## src/isometric_vertex_rotate_project_defines.svh

```systemverilog
// Assertion macros shared by the isometric rotate and project RTL.
// Included by every module that carries concurrent assertions.
`ifndef ISOMETRIC_VERTEX_ROTATE_PROJECT_DEFINES_SVH
`define ISOMETRIC_VERTEX_ROTATE_PROJECT_DEFINES_SVH

`ifndef SYNTHESIS
`define ISOVR_ASSERT(label, clk, rst, ante, cons) \
  label: assert property (@(posedge clk) disable iff (rst) (ante) |-> (cons)) \
    else $error("isovr assertion failed");
`define ISOVR_ASSERT_NEXT(label, clk, rst, ante, cons) \
  label: assert property (@(posedge clk) disable iff (rst) (ante) |=> (cons)) \
    else $error("isovr assertion failed");
`else
`define ISOVR_ASSERT(label, clk, rst, ante, cons)
`define ISOVR_ASSERT_NEXT(label, clk, rst, ante, cons)
`endif

`endif

```

## src/isovr_pkg.sv

```systemverilog
// Package for the isometric rotate and project block: widths, constants,
// register indexes, control structs and the output saturation function.
`timescale 1ns / 1ps
`default_nettype none

package isovr_pkg;

  localparam int COORD_W    = 16;
  localparam int TRIG_FRAC  = 14;
  localparam int TRIG_W     = TRIG_FRAC + 2;
  localparam int OUT_W      = COORD_W + 3;
  localparam int CFG_DATA_W = (COORD_W > TRIG_W) ? COORD_W : TRIG_W;
  localparam int REG_IDX_W  = 3;
  localparam int NSTAGE     = 5;

  localparam int ISO_C_FRAC = 20;
  localparam int ISO_C_Q    = 908093;
  localparam int C_U_W      = ISO_C_FRAC;
  localparam int C_S_W      = ISO_C_FRAC + 1;

  // Intermediate widths
  localparam int RS_W    = COORD_W + 1;
  localparam int S_W     = COORD_W + 3;
  localparam int E_W     = COORD_W + 4;
  localparam int T_W     = COORD_W + 4;
  localparam int SC_W    = S_W + TRIG_W;
  localparam int EC_W    = E_W + TRIG_W;
  localparam int ACC_W   = EC_W;
  localparam int XLO_W   = ACC_W / 2;
  localparam int XHI_W   = ACC_W - XLO_W;
  localparam int XLO_P_W = XLO_W + C_U_W;
  localparam int XHI_P_W = XHI_W + C_S_W;
  localparam int XF_W    = ACC_W + C_S_W;
  localparam int SX_SH   = TRIG_FRAC + ISO_C_FRAC;
  localparam int SY_SH   = TRIG_FRAC + 1;
  localparam int YS_W    = ACC_W + 1;
  localparam int SAT_IN_W = XF_W - SX_SH;

  localparam int OUT_MAX = 2 ** (OUT_W - 1) - 1;
  localparam int OUT_MIN = -(2 ** (OUT_W - 1));

  typedef enum logic [REG_IDX_W-1:0] {
    REG_OFFSET_X = 3'd0,
    REG_OFFSET_Y = 3'd1,
    REG_OFFSET_Z = 3'd2,
    REG_PIVOT_X  = 3'd3,
    REG_PIVOT_Y  = 3'd4,
    REG_PIVOT_Z  = 3'd5,
    REG_COS_ROT  = 3'd6,
    REG_SIN_ROT  = 3'd7
  } reg_idx_t;

  typedef struct packed {
    logic signed [COORD_W-1:0] offset_x;
    logic signed [COORD_W-1:0] offset_y;
    logic signed [COORD_W-1:0] offset_z;
    logic signed [COORD_W-1:0] pivot_x;
    logic signed [COORD_W-1:0] pivot_y;
    logic signed [COORD_W-1:0] pivot_z;
    logic signed [TRIG_W-1:0]  cos_rot;
    logic signed [TRIG_W-1:0]  sin_rot;
  } cfg_t;

  typedef struct packed {
    logic [NSTAGE-1:0] load;
  } pipe_ctl_t;

  function automatic logic signed [OUT_W-1:0] sat_out(input logic signed [SAT_IN_W-1:0] v);
    logic signed [SAT_IN_W-1:0] hi;
    logic signed [SAT_IN_W-1:0] lo;
    hi = SAT_IN_W'(OUT_MAX);
    lo = SAT_IN_W'(OUT_MIN);
    if (v > hi) begin
      sat_out = hi[OUT_W-1:0];
    end else if (v < lo) begin
      sat_out = lo[OUT_W-1:0];
    end else begin
      sat_out = v[OUT_W-1:0];
    end
  endfunction

endpackage

`default_nettype wire

```

## src/isovr_cfg.sv

```systemverilog
// Configuration register bank: offsets, pivot and rotation cos/sin.
// Depends on isovr_pkg.
`timescale 1ns / 1ps
`default_nettype none

module isovr_cfg import isovr_pkg::*; (
  input  wire logic                  clk,
  input  wire logic                  rst,
  input  wire logic                  wr_en,
  input  wire logic [REG_IDX_W-1:0]  wr_index,
  input  wire logic [CFG_DATA_W-1:0] wr_data,
  output cfg_t                       cfg
);

  cfg_t regs;

  always_ff @(posedge clk) begin
    if (rst) begin
      regs.offset_x <= '0;
      regs.offset_y <= '0;
      regs.offset_z <= '0;
      regs.pivot_x  <= '0;
      regs.pivot_y  <= '0;
      regs.pivot_z  <= '0;
      regs.cos_rot  <= TRIG_W'(2 ** TRIG_FRAC);
      regs.sin_rot  <= '0;
    end else if (wr_en) begin
      unique case (reg_idx_t'(wr_index))
        REG_OFFSET_X: regs.offset_x <= wr_data[COORD_W-1:0];
        REG_OFFSET_Y: regs.offset_y <= wr_data[COORD_W-1:0];
        REG_OFFSET_Z: regs.offset_z <= wr_data[COORD_W-1:0];
        REG_PIVOT_X:  regs.pivot_x  <= wr_data[COORD_W-1:0];
        REG_PIVOT_Y:  regs.pivot_y  <= wr_data[COORD_W-1:0];
        REG_PIVOT_Z:  regs.pivot_z  <= wr_data[COORD_W-1:0];
        REG_COS_ROT:  regs.cos_rot  <= wr_data[TRIG_W-1:0];
        REG_SIN_ROT:  regs.sin_rot  <= wr_data[TRIG_W-1:0];
        default: ;
      endcase
    end
  end

  assign cfg = regs;

endmodule

`default_nettype wire

```

## config.mk

```make
export PLATFORM = sky130hd
export DESIGN_NAME = isovr_cfg
export DESIGN_NICKNAME = d
export VERILOG_FILES = /design/src/isometric_vertex_rotate_project_defines.svh /design/src/isovr_pkg.sv /design/src/isovr_cfg.sv
export SDC_FILE = /design/constraint.sdc
export NUM_CORES = 1
export LEC_CHECK = 0
export BUFFER_PORTS_ARGS = -buffer_cell sky130_fd_sc_hd__buf_4
export CAP_MARGIN = 20
export CORE_MARGIN = 2
export CORE_UTILIZATION = 50
export CTS_CLUSTER_SIZE = 20
export DETAILED_ROUTE_END_ITERATION = 10
export PLACE_DENSITY = 0.86
export SYNTH_ARGS = -nofsm -noshare
export SYNTH_HDL_FRONTEND = slang
export SYNTH_SLANG_ARGS = --single-unit
```

## constraint.sdc

```tcl
create_clock -name clk -period 1.5 [get_ports clk]
set_input_delay 0.225 -clock clk [delete_from_list [all_inputs] [get_ports clk]]
set_output_delay 0.225 -clock clk [all_outputs]
set_load 0.05 [all_outputs]
```

==> results.md, run 1 <==
- WS Path Type: reg -> out
- Initial Utilization: 51.4%
- Worst slack, placed: 0.0926 ns
- Final Max Slew Viols: 0
- M1 WL: 5.45 mm
- Ys Warns: 0
- Pwr per Cell Area: 1210 nW/um^2
- Die area: 10900 sq um
- Largest stage delay, worst path: 0.38 ns
- Setup Fix Bufs, Post-CTS: 0
- Tcrit/Tclk final: 89.0%
- # diodes: 0
- DRT iter0 DRCs: 157
- Syn-to-layout area delta: 36.1%
- Leak Pwr: 3.51 nW
- Worst Path Arrival: 1.11 ns
- TNS Setup: 0 ns
- Fill cell count: 697
- Total wire length: 12.3 mm
- H-tree depth: 4
- Die H: 104 microns
- CP Data Required Time: 1.27 ns
- IO buf count: 149
- DR WL met3: 541 microns
- Vias in the first global route: 3755
- Most common cell after layout, fill and taps aside: buf_4
- DRC Markers: 0
- Worst setup EP type: primary output
- GRT Total Usage: 23.4%
- Multi-input logic area: 2270 sq um
- Worst-path clk slew: 0.06 ns
- Total gr overflow: 0
- Least-Margin Pin Slew: 0.469 ns
- Setup-failing EPs final: 0
- Post-CTS Resized: 0
- Share of cells above drive strength 1: 31.8%
- Initial antenna violation count: 0
- Max reg flops: 128
- CP max-delay cell: dfxtp_1
- WL per Instance: 16.7 microns
- Hpwl dp: 8.41 mm
- Register area: 2560 sq um
- Drt pass-1 iters: 6
- CP delay by family, top: flip-flops
- Worst-Skew Late Latency: 0.51 ns
- Post-Syn Instances: 455
- Nets: 612
- I/O pins: 150
- Max Fclk: 0.749 GHz
- Seq/Total Area, Yosys: 51.0%
- Post-DRT Antenna Nets: 0
- Routed vias/inst: 4.96
- Gp weighted congestion: 0.770
- Die width: 104 microns
- VDD IR max: 0.000632 V
- Critical path buffer and inverter count: 1
- Clk root buf: clkbuf_8
- Net count after synthesis: 477
- Worst clock skew: 0 ns
- Vias: 3647
- Status: finished, final reports clean
- Post-Syn Area per Cell: 11.0 sq um
- Row count: 36
- Total clock sinks: 128
- #FFs+latches synth: 128
- Max-cap violations: 0
- Crit-path cells: buf_4
- Routed met2 length: 6.09 mm
- First-pass GRT wire length: 19.7 mm
- Netlist cell types: 14
- Pin count of the biggest net entering global routing: 61
- Critical-path maximum fanout: 2
- Hold Path Class: in -> reg
- RSZ-0062 raised after global routing: no
- CTS max path bufs: 2
- Core ar.: 9770 sq um
- CTS tree: built
- Hold buffers post-CTS: 1
- Mapped Area: 5030 sq um
- Most frequent cells in the layout: 158 x buf_4, 143 x nand2b_1, 128 x mux2i_1, 128 x dfxtp_1, 16 x clkbuf_16
- Final min period: 1.33 ns
- Inserted Clock Buffers: 17
- Setup crit start kind: flop
- Slew HR: 68.7%
- Final worst setup slack: 0.165 ns
- Top Metal Used: met4
- Fin. Hold Viols: 0
[final timing paths]
path / from / to / slack, ns / cells after the start
worst max register to register: cfg[41] / cfg[41] / 0.75 / 2
worst max-delay path: cfg[77] / cfg[77] / 0.17 / 1
worst min-delay path: rst / cfg[30] / 0.16 / 3
worst min register to register: cfg[102] / cfg[102] / 0.47 / 2
[kinds of logic after synthesis]
group,share of synthesized area [%]
simple gates,19.4
mux,25.5
flops,51.0
buf+inv,4.08
[layer usage]
layer	vias to the layer above	global-route usage [%]
met4	0	9.65
met5	-	0
met3	15	6.77
li1	1760	-
met1	1754	28.6
met2	118	38.6
[cell usage after synthesis]
| master | number | area (sq um) |
|---|---|---|
| buf_1 | 13 | 48.8 |
| buf_2 | 14 | 70.1 |
| buf_4 | 2 | 15.0 |
| buf_6 | 1 | 11.3 |
| clkbuf_1 | 16 | 60.1 |
| dfxtp_1 | 128 | 2560 |
| mux2i_1 | 128 | 1280 |
| nand2b_1 | 143 | 895 |
| nand4_1 | 1 | 6.26 |
| nand4b_1 | 3 | 26.3 |
| nand4bb_1 | 2 | 22.5 |
| nor2_1 | 2 | 7.51 |
| nor4bb_1 | 1 | 10.0 |
| or4b_1 | 1 | 10.0 |
[stage by stage]
step	cell area (sq um)	hold WS (ns)	total power, mW	utilization, %	cells
after detailed placement	6250	0.463	4.38	63.9	703
after CTS	6840	0.133	8.32	70.0	736
after global placement	6250	0.461	4.36	63.9	703
after floorplan	5030	0.386	4.12	-	455
after global routing	6840	0.169	8.55	70.0	736
final	6840	0.157	8.26	70.0	736
[where the power goes]
part           internal (mW)  total, mW  switching [mW]  leakage, nW
registers               3.48       3.52          0.0462         1.04
logic                  0.286      0.783           0.497         2.20
clock network           2.53       3.96            1.43        0.280
[area by class of cell]
cell class | count | share of cell area (%)
flip-flops and latches | 128 | 37.5
multi-input cells | 281 | 33.2
repair buffers | 162 | 18.4
clock buffers | 23 | 6.97
well taps | 133 | 2.43
clock inverters | 9 | 1.55
No activity file was read; power rests on OpenSTA's default activity.
==> run 2, diff against run 1 <==
CORE_ASPECT_RATIO = 1.75   (was not set)
==> run 2 against run 1 <==
Critical path depth is the same. Wire length grew 5.3%. Die area grew 0.29%. Critical endpoint is now cfg[13]. Clock power is essentially flat. Sequential cell count is the same. Largest cell class unchanged. Register-to-register slack is essentially flat.
==> results.md, run 2 (synthesis gave the netlist of run 1 again) <==
- Status: finished, final reports clean
- I/O pins: 150
- Syn-to-layout area delta: 35.6%
- Worst setup EP type: primary output
- CTS tree: built
- Die width: 79.8 microns
- Tcrit/Tclk final: 81.9%
- Routed vias/inst: 5.07
- DRC Markers: 0
- Hold Path Class: in -> reg
- Die H: 137 microns
- Least-Margin Pin Slew: 0.464 ns
- Worst Path Arrival: 1.00 ns
- Post-CTS Resized: 0
- Clk root buf: clkbuf_16
- Vias: 3681
- Initial Utilization: 51.0%
- Total clock sinks: 128
- H-tree depth: 4
- Dpl cells: 695
- Post-DRT Antenna Nets: 0
- CTS max path bufs: 2
- Setup-failing EPs final: 0
- CP max-delay cell: dfxtp_1
- Slew HR: 69.1%
- Gp weighted congestion: 0.792
- # diodes: 0
- First-pass GRT wire length: 19.2 mm
- GRT Total Usage: 23.7%
- Largest stage delay, worst path: 0.38 ns
- Inserted Clock Buffers: 17
- Critical path buffer and inverter count: 1
- Vias in the first global route: 3762
- Core ar.: 9850 sq um
- VDD IR max: 0.00102 V
- Pwr per Cell Area: 1220 nW/um^2
- Register area: 2560 sq um
- Final min period: 1.23 ns
- Nets: 611
- Max Fclk: 0.814 GHz
- Row count: 48
- Total wire length: 12.9 mm
- Critical-path maximum fanout: 2
- Setup Fix Bufs, Post-CTS: 0
- Hpwl dp: 9.29 mm
- Die area: 10900 sq um
- Post-route insts no fill: 726
- RSZ-0062 raised after global routing: no
- Fill cell count: 761
- Pin count of the biggest net entering global routing: 41
- IO buf count: 149
- DRT iter0 DRCs: 184
- Crit-path cells: buf_4
- Final Max Slew Viols: 0
- CP delay by family, top: flip-flops
- TNS Setup: 0 ns
- Worst-Skew Late Latency: 0.41 ns
- Initial antenna violation count: 0
- Worst clock skew: 0 ns
- Worst-path clk slew: 0.05 ns
- Most frequent cells in the layout: 158 x buf_4, 143 x nand2b_1, 128 x mux2i_1, 128 x dfxtp_1, 17 x clkbuf_16
- Most common cell after layout, fill and taps aside: buf_4
- CP Data Required Time: 1.27 ns
- Pwr Total: 8.28 mW
- Fin util: 69.2%
- Multi-input logic area: 2270 sq um
- Setup crit start kind: flop
- Leak Pwr: 3.52 nW
- WS Path Type: reg -> out
- WL per Instance: 17.8 microns
- Drt pass-1 iters: 4
- Hold buffers post-CTS: 0
- Hold WS: 0.111 ns
- Fin. Hold Viols: 0
- Share of cells above drive strength 1: 31.4%
- Max reg flops: 128
- Total gr overflow: 0
- Max-cap violations: 0
==> run 2: through the flow <==
stage               setup slack [ns]  cell area, sq um
global placement               0.105              6240
floorplan                      0.209              5030
global route                   0.249              6810
CTS                            0.260              6810
finish                         0.272              6810
detailed placement            0.0927              6240
==> run 2: final timing paths <==
kind | slack (ns) | end | startpoint | cells after the start
setup / recovery | 0.27 | cfg[13] | cfg[13] | 1
setup reg to reg | 0.75 | cfg[69] | cfg[69] | 2
hold reg to reg | 0.47 | cfg[89] | cfg[89] | 2
hold / removal | 0.11 | cfg[30] | wr_data[14] | 3
==> run 2: final cells by class <==
type | instances | share of cell area [%]
Clock buffer | 25 | 7.27
Clock inverter | 6 | 1.18
Multi-Input combinational cell | 281 | 33.4
Sequential cell | 128 | 37.6
Tap cell | 125 | 2.30
Timing Repair Buffer | 161 | 18.3
==> run 2: layer usage <==
| metal | wire length (microns) | global-route usage, % | vias up |
|---|---|---|---|
| met5 | 0 | 0 | - |
| met4 | 427 | 12.1 | 0 |
| met3 | 581 | 5.74 | 27 |
| met2 | 7440 | 45.6 | 109 |
| met1 | 4490 | 22.5 | 1784 |
| li1 | - | - | 1761 |
==> run 2: report_power, final <==
group	switching (mW)	internal (mW)
sequential	0.0461	3.48
clock	1.37	2.60
combinational	0.501	0.283
==> run 3, diff against run 2 <==
CORE_UTILIZATION = 46   (was 50)
PLACE_DENSITY = 0.83   (was 0.86)
clock period = 1 ns   (was 1.5 ns; I/O delays follow)
==> run 3 against run 2 <==
The flow now finishes with violations (negative setup slack). Combinational power rose by 110%. Non-clock buffer count rose by 88. Global-route usage rose by 3.9 points. First-iteration DRC count fell by 3.8%. Sequential power rose by 51%. Design area rose by 30%. Utilization rose by 14 points. Total power rose by 58%. Largest power group unchanged.
==> results.md, run 3 (synthesis gave the netlist of run 1 again) <==
- RSZ-0062 raised after global routing: yes
- CTS max path bufs: 2
- Inserted Clock Buffers: 17
- Vias: 4236
- Final worst setup slack: -0.0885 ns
- Die H: 142 microns
- Top Metal Used: met4
- I/O pins: 150
- Syn-to-layout area delta: 76.6%
- Hold buffers post-CTS: 0
- Worst clock skew: 0 ns
- Routed vias/inst: 5.17
- Slew HR: 80.3%
- DRT iter0 DRCs: 177
- Reg-to-reg critical path startpoint: cfg[39]
- Post-DP Area: 6720 sq um
- IO buf count: 149
- Row count: 50
- Pwr per Cell Area: 1480 nW/um^2
- VDD IR max: 0.00161 V
- Initial Utilization: 47.0%
- WHS Path Cells: 3
- Total clock sinks: 128
- Capturing point of the worst reg2reg path: cfg[39]
- Least-Margin Pin Slew: 0.296 ns
- Crit path depth: 1
- Setup-failing EPs final: 128
- Nets: 699
- Worst setup EP type: primary output
- Core ar.: 10700 sq um
- Critical-path maximum fanout: 2
- CP max-delay cell: dfxtp_2
- GRT Total Usage: 27.5%
- Design Area, Final: 8870 sq um
- Hold Path Class: in -> reg
- Final Max Slew Viols: 0
- Max Fclk: 0.919 GHz
- Final min period: 1.09 ns
- Worst Min Path Start: wr_data[14]
- Worst Path Arrival: 0.94 ns
- Gp weighted congestion: 0.836
- Dpl cells: 728
- Drt pass-1 iters: 4
- Max reg flops: 128
- Worst-Skew Late Latency: 0.41 ns
- Total wire length: 17.0 mm
- Worst slack, placed: -0.280 ns
- Pin count of the biggest net entering global routing: 52
- TNS Setup: -7.90 ns
- First-pass GRT wire length: 25.0 mm
- DR WL met3: 778 microns
- Worst-path clk slew: 0.06 ns
- WL per Instance: 20.8 microns
- Total gr overflow: 0
- WS Path Type: reg -> out
- Fin. Hold Viols: 0
- Reg2Reg Depth: 4
- Clk root buf: clkbuf_16
- Hold Crit Endpoint: cfg[30]
- Failing checks: negative setup slack
- Post-route insts no fill: 820
- Critical path buffer and inverter count: 1
- Most common cell after layout, fill and taps aside: nand2b_1
- CTS tree: built
- DRC Markers: 0
- H-tree depth: 4
- Largest stage delay, worst path: 0.37 ns
- Most frequent cells in the layout: 143 x nand2b_1, 127 x mux2i_1, 121 x buf_8
- # diodes: 0
- Post-DRT Antenna Nets: 0
- Die width: 83.0 microns
- Max-cap violations: 0
- CP Data Required Time: 0.85 ns
- CP delay by family, top: flip-flops
- Status: finished with violations
- Setup crit start kind: flop
- M1 WL: 5.63 mm
- Share of cells above drive strength 1: 59.4%
- Routed met2 length: 9.75 mm
- Pwr Total: 13.1 mW
- Leak Pwr: 4.37 nW
- Initial antenna violation count: 0
- Die area: 11800 sq um
- Crit-path cells: buf_8
- Tcrit/Tclk final: 109%
- Vias in the first global route: 4557
- Hpwl dp: 9.89 mm
- Reg2reg setup slack: 0.08 ns
[run 3: per-layer routing]
metal	up-vias	global-route usage, %
li1	1944	-
met1	2065	25.9
met2	165	52.5
met3	62	7.19
met4	0	16.4
met5	-	0
[run 3: area by class of cell]
class,count,area [sq um]
Fill cell,492,1820
Sequential cell,128,2740
Multi-Input combinational cell,281,2280
Clock inverter,10,110
Tap cell,130,163
Clock buffer,22,474
Timing Repair Buffer,249,3100
[run 3: per-stage QoR]
step	hold slack, ns	util [%]
floorplan	0.311	-
global placement	0.413	62.8
detailed placement	0.438	62.8
CTS	0.00708	80.0
global route	0.0515	83.0
finish	0.0369	83.0
[run 3: worst max-delay path by stage]
stage | from | end | slack [ns]
5_1_grt | cfg[46] | cfg[46] | -0.11
2_1_floorplan | wr_index[0] | cfg[118] | -0.19
3_3_place_gp | wr_index[0] | cfg[121] | -0.25
6_report | cfg[46] | cfg[46] | -0.09
3_5_place_dp | wr_index[0] | cfg[121] | -0.28
4_1_cts | cfg[60] | cfg[60] | -0.09
[run 3: where the power goes]
part           switching, mW  internal (mW)  total [mW]
registers              0.115           5.22        5.34
clock network           2.26           3.84        6.10
logic                  0.848          0.806        1.65
[run 3: timing repair]
action,4_1_cts,5_1_grt
endpoints found under the setup margin,128,129
gates resized for setup,365,21
buffers inserted,28,32
[run 3: worst reg2reg max path: cells and delay by family, from the launching register on]
kind / cells / cell delay, ns
buffers and inverters: 2 / 0.20
and+or+nand+nor: 1 / 0.06
muxes: 1 / 0.21
DFF: 1 / 0.35
