===== src/isometric_vertex_rotate_project_defines.svh =====
// Assertion macros shared by the isometric rotate and project RTL.
// Included by every module that carries concurrent assertions.
`ifndef ISOMETRIC_VERTEX_ROTATE_PROJECT_DEFINES_SVH
`define ISOMETRIC_VERTEX_ROTATE_PROJECT_DEFINES_SVH

`ifndef SYNTHESIS
`define ISOVR_ASSERT(label, clk, rst, ante, cons) \
  label: assert property (@(posedge clk) disable iff (rst) (ante) |-> (cons)) \
    else $error("isovr assertion failed");
`define ISOVR_ASSERT_NEXT(label, clk, rst, ante, cons) \
  label: assert property (@(posedge clk) disable iff (rst) (ante) |=> (cons)) \
    else $error("isovr assertion failed");
`else
`define ISOVR_ASSERT(label, clk, rst, ante, cons)
`define ISOVR_ASSERT_NEXT(label, clk, rst, ante, cons)
`endif

`endif


===== src/isovr_pkg.sv =====
// Package for the isometric rotate and project block: widths, constants,
// register indexes, control structs and the output saturation function.
`timescale 1ns / 1ps
`default_nettype none

package isovr_pkg;

  localparam int COORD_W    = 16;
  localparam int TRIG_FRAC  = 14;
  localparam int TRIG_W     = TRIG_FRAC + 2;
  localparam int OUT_W      = COORD_W + 3;
  localparam int CFG_DATA_W = (COORD_W > TRIG_W) ? COORD_W : TRIG_W;
  localparam int REG_IDX_W  = 3;
  localparam int NSTAGE     = 5;

  localparam int ISO_C_FRAC = 20;
  localparam int ISO_C_Q    = 908093;
  localparam int C_U_W      = ISO_C_FRAC;
  localparam int C_S_W      = ISO_C_FRAC + 1;

  // Intermediate widths
  localparam int RS_W    = COORD_W + 1;
  localparam int S_W     = COORD_W + 3;
  localparam int E_W     = COORD_W + 4;
  localparam int T_W     = COORD_W + 4;
  localparam int SC_W    = S_W + TRIG_W;
  localparam int EC_W    = E_W + TRIG_W;
  localparam int ACC_W   = EC_W;
  localparam int XLO_W   = ACC_W / 2;
  localparam int XHI_W   = ACC_W - XLO_W;
  localparam int XLO_P_W = XLO_W + C_U_W;
  localparam int XHI_P_W = XHI_W + C_S_W;
  localparam int XF_W    = ACC_W + C_S_W;
  localparam int SX_SH   = TRIG_FRAC + ISO_C_FRAC;
  localparam int SY_SH   = TRIG_FRAC + 1;
  localparam int YS_W    = ACC_W + 1;
  localparam int SAT_IN_W = XF_W - SX_SH;

  localparam int OUT_MAX = 2 ** (OUT_W - 1) - 1;
  localparam int OUT_MIN = -(2 ** (OUT_W - 1));

  typedef enum logic [REG_IDX_W-1:0] {
    REG_OFFSET_X = 3'd0,
    REG_OFFSET_Y = 3'd1,
    REG_OFFSET_Z = 3'd2,
    REG_PIVOT_X  = 3'd3,
    REG_PIVOT_Y  = 3'd4,
    REG_PIVOT_Z  = 3'd5,
    REG_COS_ROT  = 3'd6,
    REG_SIN_ROT  = 3'd7
  } reg_idx_t;

  typedef struct packed {
    logic signed [COORD_W-1:0] offset_x;
    logic signed [COORD_W-1:0] offset_y;
    logic signed [COORD_W-1:0] offset_z;
    logic signed [COORD_W-1:0] pivot_x;
    logic signed [COORD_W-1:0] pivot_y;
    logic signed [COORD_W-1:0] pivot_z;
    logic signed [TRIG_W-1:0]  cos_rot;
    logic signed [TRIG_W-1:0]  sin_rot;
  } cfg_t;

  typedef struct packed {
    logic [NSTAGE-1:0] load;
  } pipe_ctl_t;

  function automatic logic signed [OUT_W-1:0] sat_out(input logic signed [SAT_IN_W-1:0] v);
    logic signed [SAT_IN_W-1:0] hi;
    logic signed [SAT_IN_W-1:0] lo;
    hi = SAT_IN_W'(OUT_MAX);
    lo = SAT_IN_W'(OUT_MIN);
    if (v > hi) begin
      sat_out = hi[OUT_W-1:0];
    end else if (v < lo) begin
      sat_out = lo[OUT_W-1:0];
    end else begin
      sat_out = v[OUT_W-1:0];
    end
  endfunction

endpackage

`default_nettype wire


===== src/isovr_ctrl.sv =====
// Pipeline flow control: per-stage valid bits and load enables shared by
// all vertex lanes. Depends on isovr_pkg and the assertion macro header.
`timescale 1ns / 1ps
`default_nettype none
`include "isometric_vertex_rotate_project_defines.svh"

module isovr_ctrl import isovr_pkg::*; (
  input  wire logic clk,
  input  wire logic rst,
  input  wire logic in_valid,
  output logic      in_ready,
  output logic      out_valid,
  input  wire logic out_ready,
  output pipe_ctl_t ctl
);

  logic [NSTAGE-1:0] valid;
  logic [NSTAGE-1:0] valid_next;
  logic [NSTAGE:0]   rdy;

  always_comb begin
    rdy[NSTAGE] = out_ready;
    for (int k = NSTAGE - 1; k >= 0; k--) begin
      rdy[k] = !valid[k] || rdy[k+1];
    end
    ctl.load[0] = in_valid && rdy[0];
    for (int k = 1; k < NSTAGE; k++) begin
      ctl.load[k] = valid[k-1] && rdy[k];
    end
    for (int k = 0; k < NSTAGE; k++) begin
      valid_next[k] = ctl.load[k] || (valid[k] && !rdy[k+1]);
    end
  end

  always_ff @(posedge clk) begin
    if (rst) begin
      valid <= '0;
    end else begin
      valid <= valid_next;
    end
  end

  assign in_ready  = rdy[0];
  assign out_valid = valid[NSTAGE-1];

  `ISOVR_ASSERT(a_stall_only_when_full, clk, rst, !in_ready, &valid)
  `ISOVR_ASSERT_NEXT(a_take_enters_first, clk, rst, in_valid && in_ready, valid[0])
  `ISOVR_ASSERT_NEXT(a_items_conserved, clk, rst, 1'b1, $countones(valid) == $past($countones(valid)) + $past(in_valid && in_ready) - $past(out_valid && out_ready))

endmodule

`default_nettype wire


===== config.mk =====
export PLATFORM = sky130hd
export DESIGN_NAME = isovr_ctrl
export DESIGN_NICKNAME = d
export VERILOG_FILES = /design/src/isovr_pkg.sv /design/src/isovr_ctrl.sv
export VERILOG_INCLUDE_DIRS = /design/src /design/src/src
export SDC_FILE = /design/constraint.sdc
export NUM_CORES = 1
export LEC_CHECK = 0
export BUFFER_PORTS_ARGS = -buffer_cell sky130_fd_sc_hd__buf_2
export CORE_AREA = 2 2 39 41
export CTS_CLUSTER_SIZE = 8
export DETAILED_ROUTE_END_ITERATION = 16
export DIE_AREA = 0 0 41 43
export GPL_ROUTABILITY_DRIVEN = 0
export PLACE_DENSITY = 0.35
export SYNTH_ARGS = -nofsm -noshare
export SYNTH_HDL_FRONTEND = slang
export SYNTH_SLANG_ARGS = --single-unit

===== constraint.sdc =====
create_clock -name clk -period 1.05 [get_ports clk]
set_input_delay 0 -clock clk [delete_from_list [all_inputs] [get_ports clk]]
set_output_delay 0 -clock clk [all_outputs]
set_load 0.01 [all_outputs]

==> results of run 1 <==
placed cells by master (no fill, tap or decap), drive strengths merged:
cell	Yosys	routed
buf	0	10
dfxtp	5	5
clkbuf	0	4
inv	3	3
nand2b	3	3
a21oi	3	3
and2	2	2
o31ai	2	2
and4b	1	1
nand3	1	1
nand4b	1	1
nand2	1	1
o21a	1	1
a21boi	1	1
nor2	1	1
nand3b	1	1
dlygate4sd3	0	1
area by class of cell:
type / count / area, um2
fill: 154 / 1020
inverter: 3 / 11.3
sequential: 5 / 109
tap: 16 / 20.0
timing repair buffer: 11 / 60.1
multi-input combinational: 18 / 135
clock buffer: 4 / 26.3
power groups by stage:
stage | combinational [uW] | clock (uW) | sequential, uW
floorplan | 19.5 | 0 | 205
global placement | 38.4 | 0 | 205
detailed placement | 38.8 | 0 | 205
CTS | 42.8 | 235 | 203
global route | 46.4 | 251 | 200
finish | 42.0 | 224 | 199
logic make-up after synthesis:
group | Yosys count
buffers and inverters | 3
and+or+nand+nor | 11
AOI/OAI and AO/OA | 7
DFF | 5
cells in the mapped netlist (all sizes together):
library cell  count  area [um2]
nand3             1        5.00
nand2             1        3.75
a21oi             3        15.0
and2              2        12.5
inv               3        11.3
dfxtp             5         100
nor2              1        3.75
a21boi            1        7.51
nand3b            1        7.51
o21a              1        7.51
nand4b            1        15.0
and4b             1        10.0
nand2b            3        18.8
o31ai             2        20.0
metrics by stage:
stage          TNS (ns)  hold WS, ns  power (uW)
2_1_floorplan         0       0.0691         224
3_3_place_gp          0        0.233         244
5_1_grt          -0.319       0.0297         497
6_report         -0.114      0.00719         465
3_5_place_dp          0        0.237         244
4_1_cts          -0.173      0.00721         481
what timing repair did:
action | in CTS | in global routing
hold buffers | 1 | 0
pin swaps | 2 | 2
hold endpoints to repair | 1 | 0
endpoints found under the setup margin | 4 | 5
resized for setup | 5 | 2
buffers inserted | 0 | 0
gates cloned | 0 | 0
path summary, 6_finish.rpt:
path,end,slack [ns],depth (start not counted),from
setup / recovery,ctl[1],-0.05,3,valid[4]
hold / removal,valid[4],0.007,2,rst
setup reg to reg,valid[0],0.24,2,valid[4]
hold reg to reg,valid[3],0.49,2,valid[2]
per-layer routing:
layer	GRT usage [%]	part of all wire [%]
met5	0	0
met3	3.14	7.1
met4	8.00	0
met2	10.9	49
met1	9.58	44
==> results by stage, run 1 <==
Outcome:
- The run finished, with violations left.
- The checks that failed: negative setup slack.

Routing:
- Dividing the detail-routed via count by the number of cells gives 3.88.
- The routed design has 548 um of wire.
- The remaining design rule violation count is 0.
- Dividing the detail-routed wire length by the instance count gives 9.61 um.
- The number of DRC violations after detailed-routing iteration 0 is 0.
- For this block, the via count after detailed routing is 221.
- For this run, the detailed router's first-pass iteration total came to 1.
- The post-detailed-route count of antenna-violating nets is 0.

Logic synthesis:
- During synthesis, Yosys emitted a total of 0 warnings.
- The combined area of all synthesized cells is 238 um2.
- By area, the combinational part of the netlist is dominated by simple AND/OR/NAND/NOR gates.
- The sequential area share after synthesis is 42.1%.
- After Yosys synthesis, full adders, half adders and majority gates account for 0% of the synthesized area.
- In this run, synthesis produced a sequential element count of 5.
- The mux share of post-synthesis cell area is 0%.
- The compound-gate portion of the synthesized area is 21.1%.
- The count of distinct cell types in the synthesized netlist is 15.
- In this run the mean area of a mapped cell was 9.14 um2.
- The number of nets in the synthesized netlist is 30.
- The simple-gate portion of the synthesized area is 32.1%.
- Synthesis handed over a netlist of 26 instances.
- The xor and xnor fraction of the mapped netlist area is 0%.

STA:
- The time the final worst path needs with I/O delays and setup is 1.10 ns.
- The total count of hold-check failures in the final report is 0.
- Measured against its own limit, the worst slew margin works out to 88.8%.
- The max-slew violation count was 0.
- In the finished design, the share of the clock period the worst path needs comes to 105%.
- Setup repair after global routing could not meet its margin everywhere.
- On the final layout, the worst clock skew is 0.00476 ns.
- The fmax is 0.907 GHz.
- The slew of the pin with the lowest slew margin is 0.167 ns.
- The final worst-path setup slack is -0.0524 ns.
- The final setup violation count is 4.

Clock network:
- In this run the number of H-tree levels came out at 1.
- TritonCTS built the clock tree.
- The buffer type at the clock tree root is sky130_fd_sc_hd__clkbuf_4.
- The maximum buffer depth of the clock tree is 2.
- The clock network latency to the later pin of the worst-skew pair is 0.24 ns.
- The clock-pin transition on the worst setup and hold timing paths is 0.05 ns.
- The clock sink count is 5.
- The total clock buffers created by CTS is 3.

Worst setup path:
- The sort of element at the start of the critical path is a flop.
- Data on the critical path is required at its endpoint by 1.05 ns.
- The maximum fanout encountered on the critical timing path is 5.
- The largest individual stage delay along the critical path comes from the cell sky130_fd_sc_hd__dfxtp_4.
- The maximum single-stage delay on the critical path is 0.36 ns.
- Walking the worst path, the cells encountered are and4b_1 > a21boi_1 > buf_2.
- In this design, the largest share of critical-path delay is due to flip-flops.
- At the worst endpoint, the arrival time is 1.10 ns.
- The worst setup path is captured at an output pin.
- The critical path is of the reg -> out type.
- The worst path buffer plus inverter count is 1.

Power:
- The clock network power share is 48.2%.
- The worst IR drop on VDD is 0.348 mV.
- The standby leakage power is 0.000180 uW.
- The relative contribution of combinational cells to total power is 9.0%.
- The power per cell area is 1290 mW/mm2.
- The fraction of power spent switching nets is 22.9%.
- Internal power comes to 359 uW.
- The analysis attributes to net switching a power of 106 uW.
- Registers are responsible for 42.7% of the overall power.

Layout:
- The area of all placed cells without fillers is 362 um2.
- In the final layout, the share of cells above drive strength 1 is 43.9%.
- The finished layout holds 57 standard cells, fillers aside.
- The flip-flop count of the largest register, all copies and words added is 5.
- The layout overhead on the synthesized area is 52.1%.
- The layout net count is 46.
- The register with the most flip-flops in the final layout is valid.
- The largest registers in the layout are valid: 5 flops.
- The number of antenna diodes in the final layout is 0.
- The utilization after layout is 26.1%.

Die:
- From bottom edge to top edge, the die measures 43 um.
- The die covers 0.00176 mm2.
- The die width is 41 um.
- The floorplan step defined a core boundary enclosing 0.00138 mm2.
- The initial utilization of the core area, before any placement, comes to 17.2%.
- For this design the top-level I/O count stands at 11.
- The initialized floorplan defines 14 standard-cell rows.

Place:
- The number of placed instances with taps included is 52.
- The count of input and output buffers is 10.
- Prior to clock tree synthesis, the placed netlist has a worst setup slack of 0.133 ns.
- The placed cell area is 308 um2.
- The wire-length estimate of the detail-placed layout is 393 um.

GRT:
- The largest net degree at the start of global routing is 8.
- The first global-routing pass estimated 910 um of wire.
- In the global route stage, overall resource usage came out at 8.32%.
- The number of antenna violations at the first check in global routing came to 0.
- After global routing the overflow that remains totals 0.
- The via count of the first global-routing pass is 221.

Min path:
- The worst hold path belongs to the class in -> reg.

Job:
- Max-cap violations in this run came to 0.
Note: power is estimated with default switching activity, not from simulation.
==> run 2, diff against run 1 <==
--- a/config.mk
+++ b/config.mk
@@ -12,7 +12,6 @@
 export DETAILED_ROUTE_END_ITERATION = 16
 export DIE_AREA = 0 0 41 43
 export GPL_ROUTABILITY_DRIVEN = 0
-export PLACE_DENSITY = 0.35
 export SYNTH_ARGS = -nofsm -noshare
 export SYNTH_HDL_FRONTEND = slang
 export SYNTH_SLANG_ARGS = --single-unit
==> run 2 against run 1 <==
Compared with the run above: maximum frequency is 0.95% higher; sequential share of layout area is 0.34 points lower; largest power group unchanged; the flow still finishes with violations (negative setup slack); combinational power is 5.7% higher; largest cell class unchanged; count of clock-buffer cells in the layout stayed put; register-to-register slack better by 0.02 ns; highest routed layer unchanged; clock skew is 0.0017 ns lower.
==> results by stage, run 2 (same netlist as run 1, synthesis figures left out) <==
STA:
- The slew of the pin with the lowest slew margin is 0.167 ns.
- The total count of hold-check failures in the final report is 0.
- Setup repair after global routing could not meet its margin everywhere.
- The final critical-path share of the clock period is 104%.
- The aggregate negative setup slack is -0.0915 ns.
- The maximum clock skew at final layout is 0.00305 ns.
- The max-slew headroom at the worst pin is 88.8%.
- Based on the critical path, the design can be clocked at up to 0.916 GHz.
- The max-slew violation count is 0.
- Setup slack on the critical path of the routed design comes to -0.0420 ns.
- Subtracting the final worst setup slack from the clock period gives 1.09 ns.
- The final setup violation count is 3.

Layout:
- With fillers left out, the area of the finished cells amounts to 374 um2.
- The number of filler instances in the final layout is 158.
- The proportion of layout cells with a drive suffix above 1 is 42.9%.
- The largest registers in the layout are valid: 5 flops.
- After the last flow step, the layout net total stands at 47.
- The number of antenna diodes in the final layout is 0.
- The largest register by flop count is valid.
- The register with the most flip-flops in the layout has 5 of them.
- The layout overhead on the synthesized area is 57.4%.
- After the flow finishes, the layout carries non-filler instances totaling 58.
- The library cell used most frequently in the layout, excluding fill and tap cells, is sky130_fd_sc_hd__buf_2.

GRT:
- The first global-routing pass estimated 772 um of wire.
- The via count of the first global-routing pass is 176.
- Global routing used 7.96% of the available tracks.
- The number of antenna violations at the first check in global routing is 0.
- Entering global routing, the biggest net connects 8 pins.
- After global routing the overflow that remains totals 0.

Worst setup path:
- The endpoint identified for the worst register-to-register timing path is valid[0].
- The category of the critical setup timing path is reg -> out.
- The critical path capture point type is an output pin.
- The maximum fanout encountered on the critical timing path is 4.
- The timing endpoint of the critical path is ctl[1].
- The depth of the most critical reg-to-reg path is 2.
- The internal reg-to-reg setup slack is 0.26 ns.
- The origin of the critical flop-to-flop path is valid[4].
- Tracing the worst setup path back leads to its startpoint at valid[2].
- Data arrives at the worst endpoint at 1.09 ns.
- The sort of element at the start of the critical path is a flop.
- For the worst setup path, the data required time is 1.05 ns.

Routing:
- The first detailed-routing pass took 4 iterations.
- The routed wire length per instance is 9.22 um.
- In this run, the number of DRC markers left after iteration 0 of detailed routing was 6.
- The total detailed-routing wirelength is 535 um.
- Routed signal wires occupy layers up through met3.
- The post-detailed-route count of antenna-violating nets is 0.
- The routed design uses 50 um of met3 wire.
- The number of vias in the routed layout is 229.
- In the final routing, the length of wire on met1 measures 251 um.
- After detailed routing, the met2 layer carries 232 um of wire.
- In the routed design, unresolved DRC markers number 0.
- Using the TritonRoute via totals, the vias-per-cell ratio works out to 3.95.

Min path:
- Along the worst hold path, the cell count comes to 3.
- The classification of the worst-slack hold path is in -> reg.

Clock network:
- In this run the number of H-tree levels came out at 1.
- Clock-pin slew was measured on the worst setup and hold paths at 0.04 ns.
- The total clock buffers created by CTS is 3.
- The clock sink count is 5.
- For the worst-skew pair, the clock arrives at the later sink with an insertion delay of 0.24 ns.
- The longest clock path from root to sink contains 2 buffers.
- The buffers inserted during post-CTS setup optimization is 0.
- The buffer type at the clock tree root is sky130_fd_sc_hd__clkbuf_4.
- The clock tree from TritonCTS is done.

Die:
- The core region is 0.00138 mm2.
- The die footprint is 0.00176 mm2.
- The die width is 41 um.
- The floorplan step set the die height to 43 um.
- The number of cell rows is 14.
- 11 I/O pins were placed.
- The initial standard-cell utilization of the core is 17.2%.

Place:
- The count of buffers added on input and output ports is 10.
- The placed cell area is 308 um2.
- Before CTS, the worst setup slack after placement is 0.145 ns.
- Once placement completed, the tool counted placed cells totaling 52.

Power:
- The standby leakage power is 0.000185 uW.
- In this run the power density over the cells is 1240 mW/mm2.
- The worst IR drop on VDD is 0.331 mV.
- Summing internal, switching and leakage power gives 464 uW.

Outcome:
- The checks that failed: negative setup slack.
- The run finished, with violations left.

Job:
- Across the run, the number of max-cap violations was 0.
[run 2: cell types whose count changed in the layout (fill, tap and decap cells not counted)]
| cell | previous run | this run |
|---|---|---|
| sky130_fd_sc_hd__dlygate4sd3_1 | 1 | 2 |
| sky130_fd_sc_hd__dfxtp_4 | 2 | 3 |
| sky130_fd_sc_hd__dfxtp_2 | 1 | 0 |
[run 2: cell type report]
cell class,instances,area [um2],area share [%]
well taps,16,20.0,5.35
multi-input cells,18,135,36.1
flip-flops and latches,5,111,29.8
clock buffers,4,26.3,7.02
inverters,3,11.3,3.01
repair buffers,12,70.1,18.7
[run 2: metrics by stage]
step           hold WS (ns)  util, %
6_report             0.0817     27.0
5_1_grt               0.107     27.0
4_1_cts              0.0747     27.0
2_1_floorplan        0.0691        -
3_5_place_dp          0.234     22.2
3_3_place_gp          0.233     22.2
[run 2: how the worst min path moves through the flow]
| stage | slack (ns) | start | end |
|---|---|---|---|
| 6_report | 0.08 | out_ready | valid[3] |
| 5_1_grt | 0.11 | out_ready | valid[3] |
| 4_1_cts | 0.07 | out_ready | valid[3] |
| 3_5_place_dp | 0.23 | in_valid | valid[0] |
| 3_3_place_gp | 0.23 | in_valid | valid[0] |
| 2_1_floorplan | 0.07 | rst | valid[2] |
[run 2: power by group]
part	switching (uW)	internal (uW)
logic	19.4	25.0
clock network	79.4	144
registers	6.42	191
[run 2: layer usage]
layer	up-vias	GRT usage [%]
met5	-	0
met4	0	10.0
met3	0	4.71
met2	8	8.44
met1	97	9.09
li1	124	-
[run 2: what timing repair did]
| item | CTS | global route |
|---|---|---|
| resized for setup | 8 | 0 |
| cloned | 0 | 0 |
| hold buffers | 2 | 0 |
| pin swaps | 3 | 3 |
| setup endpoints to repair | 5 | 5 |
| endpoints found under the hold margin | 3 | 0 |
[run 2: worst max-delay path: stages, from the launching register on]
cell and delay, ns:
sky130_fd_sc_hd__dfxtp_4 0.35, sky130_fd_sc_hd__and4b_1 0.23, sky130_fd_sc_hd__a21boi_1 0.13, sky130_fd_sc_hd__buf_2 0.14
==> run 3, diff against run 2 <==
--- a/config.mk
+++ b/config.mk
@@ -12,6 +12,7 @@
 export DETAILED_ROUTE_END_ITERATION = 16
 export DIE_AREA = 0 0 41 43
 export GPL_ROUTABILITY_DRIVEN = 0
+export RECOVER_POWER = 50
 export SYNTH_ARGS = -nofsm -noshare
 export SYNTH_HDL_FRONTEND = slang
 export SYNTH_SLANG_ARGS = --single-unit
==> run 3 against run 2 <==
Compared with the run above: the run still ends with negative setup slack left; sequential cell count unchanged; sequential share of layout area up 0.10 points; non-clock buffer count unchanged; design area down 0.33%; via count up 0.44%.
==> results by stage, run 3 (same netlist as run 1, synthesis figures left out) <==
Outcome:
- The run finished, with violations left.
- The checks that failed: negative setup slack.

STA:
- After layout, the minimum clock period comes to 1.09 ns.
- For this run, the top clock speed supported by timing is 0.916 GHz.
- Across all setup checks in the final design, the least slack found is -0.0421 ns.
- The max-slew violation count is 0.
- The maximum clock skew at final layout is 0.00305 ns.
- The total count of hold-check failures in the final report is 0.
- Measured against its own limit, the worst slew margin works out to 88.8%.
- The worst hold slack is 0.0817 ns.
- Setup repair after global routing could not meet its margin everywhere.
- The slew of the pin with the lowest slew margin is 0.167 ns.
- The final critical-path share of the clock period is 104%.
- The final setup violation count is 3.

Clock network:
- The clock sink count is 5.
- In this run the deepest clock path goes through 2 buffers.
- In this run the number of H-tree levels came out at 1.
- Clock-pin slew was measured on the worst setup and hold paths at 0.04 ns.
- The clock tree from TritonCTS is done.
- The total clock buffers created by CTS is 3.
- In this run the clock root is driven by a sky130_fd_sc_hd__clkbuf_4.
- The clock network latency to the later pin of the worst-skew pair is 0.24 ns.

Die:
- Row generation in the floorplan step produced 14 rows.
- The die footprint is 0.00176 mm2.
- The floorplan step defined a core boundary enclosing 0.00138 mm2.
- The floorplan step set the die width to 41 um.
- The die height is 43 um.
- The number of top-level pins is 11.
- The initial standard-cell utilization of the core is 17.2%.

GRT:
- Entering global routing, the biggest net connects 8 pins.
- The total overflow left after global routing is 0.
- The via count of the first global-routing pass is 176.
- The total routing resource utilization after global routing is 7.96%.
- The number of antenna violations at the first check in global routing is 0.
- The first global-routing pass estimated 772 um of wire.

Power:
- The worst IR drop on VDD is 0.331 mV.
- The standby leakage power is 0.000180 uW.
- Power spread over the standard cell area amounts to 1250 mW/mm2.

Place:
- The placed cell area is 308 um2.
- Prior to clock tree synthesis, the placed netlist has a worst setup slack of 0.145 ns.
- During placement, the flow inserted port buffers numbering 10.
- The number of placed instances, taps included, is 52.

Layout:
- The layout net count is 47.
- The post-route netlist has 40.5% of its cells at a drive strength greater than 1.
- The non-filler instance count after layout is 58.
- The layout overhead on the synthesized area is 56.8%.
- The finished cells cover 373 um2.
- The number of filler instances in the final layout is 156.
- The utilization after layout is 26.9%.
- The flip-flop count of the largest register, all copies and words added is 5.
- The largest register by flop count is valid.
- The largest registers in the layout are valid: 5 flops.
- The repair_antennas step left the layout with diodes totalling 0.
- The library cell used most frequently in the layout, excluding fill and tap cells, is sky130_fd_sc_hd__buf_2.

Routing:
- After detailed routing, the number of remaining DRC violations is 0.
- After detailed routing, the average wire length per cell comes to 9.26 um.
- In this run the remaining antenna-violating nets after routing total 0.
- The length of the first detailed-routing pass in iterations is 4.
- The per-cell via count in the routed design is 3.97.
- For this block, the routed nets add up to 537 um of wire.
- The number of vias in the routed layout is 230.
- The number of DRC violations after detailed-routing iteration 0 is 6.

Min path:
- The worst hold path begins at out_ready.
- In this run the worst hold path is classified as in -> reg.

Worst setup path:
- The origin of the critical flop-to-flop path is valid[4].
- The critical path startpoint is valid[2].
- The sort of element at the start of the critical path is a flop.
- The critical path is of the reg -> out type.
- The worst setup path is captured at an output pin.
- Along the worst path, the maximum fanout reaches 4.
- The critical path data required time is 1.05 ns.
- The data arrival time of the worst path is 1.09 ns.

Job:
- Max-cap violations in this run came to 0.
## run 3: changes by cell type in the layout (fill, tap and decap cells not counted), sizes merged
cell | before | now
clkbuf | 4 | 5
buf | 10 | 9
## run 3: repair_timing
action                                 4_1_cts  5_1_grt
endpoints found under the hold margin        3        0
setup buffers                                0        0
pin swaps                                    3        3
hold buffers                                 2        0
gates resized for setup                      8        0
setup endpoints to repair                    5        5
## run 3: final timing paths
| kind | to | slack (ns) | depth (start not counted) |
|---|---|---|---|
| min reg2reg | valid[1] | 0.48 | 2 |
| max reg2reg | valid[0] | 0.26 | 2 |
| min | valid[3] | 0.08 | 3 |
| max | ctl[1] | -0.04 | 3 |
## run 3: area by class of cell
class / instances / area, um2 / share of cell area, %
multi-input combinational: 18 / 135 / 36.2
clock buffer: 4 / 26.3 / 7.05
inverter: 3 / 11.3 / 3.02
timing repair buffer: 12 / 68.8 / 18.5
sequential: 5 / 111 / 29.9
tap: 16 / 20.0 / 5.37
## run 3: per-layer routing
metal	wire length, um	track usage [%]	part of all wire, %	up-vias
met5	0	0	0	-
met2	232	8.44	43	8
met3	50	4.71	9.3	0
met4	0	10.0	0	0
met1	254	9.09	47	98
li1	-	-	-	124
## run 3: worst max-delay path: stages (launching register included)
cell and delay [ns]:
sky130_fd_sc_hd__dfxtp_4 0.35, sky130_fd_sc_hd__and4b_1 0.23, sky130_fd_sc_hd__a21boi_1 0.13, sky130_fd_sc_hd__buf_2 0.14
## run 3: power by group
part / leakage, uW / switching, uW / total (uW) / internal, uW
Clock: 0.0000150 / 79.4 / 223 / 144
Sequential: 0.0000432 / 6.43 / 197 / 191
Combinational: 0.000122 / 19.4 / 44.3 / 24.9
Total: 0.000180 / 105 / 464 / 359
## run 3: through the flow
| stage | TNS, ns | power [uW] |
|---|---|---|
| after floorplan | 0 | 224 |
| after detailed placement | 0 | 244 |
| final | -0.0925 | 464 |
| after CTS | -0.161 | 482 |
| after global routing | -0.332 | 494 |
| after global placement | 0 | 243 |
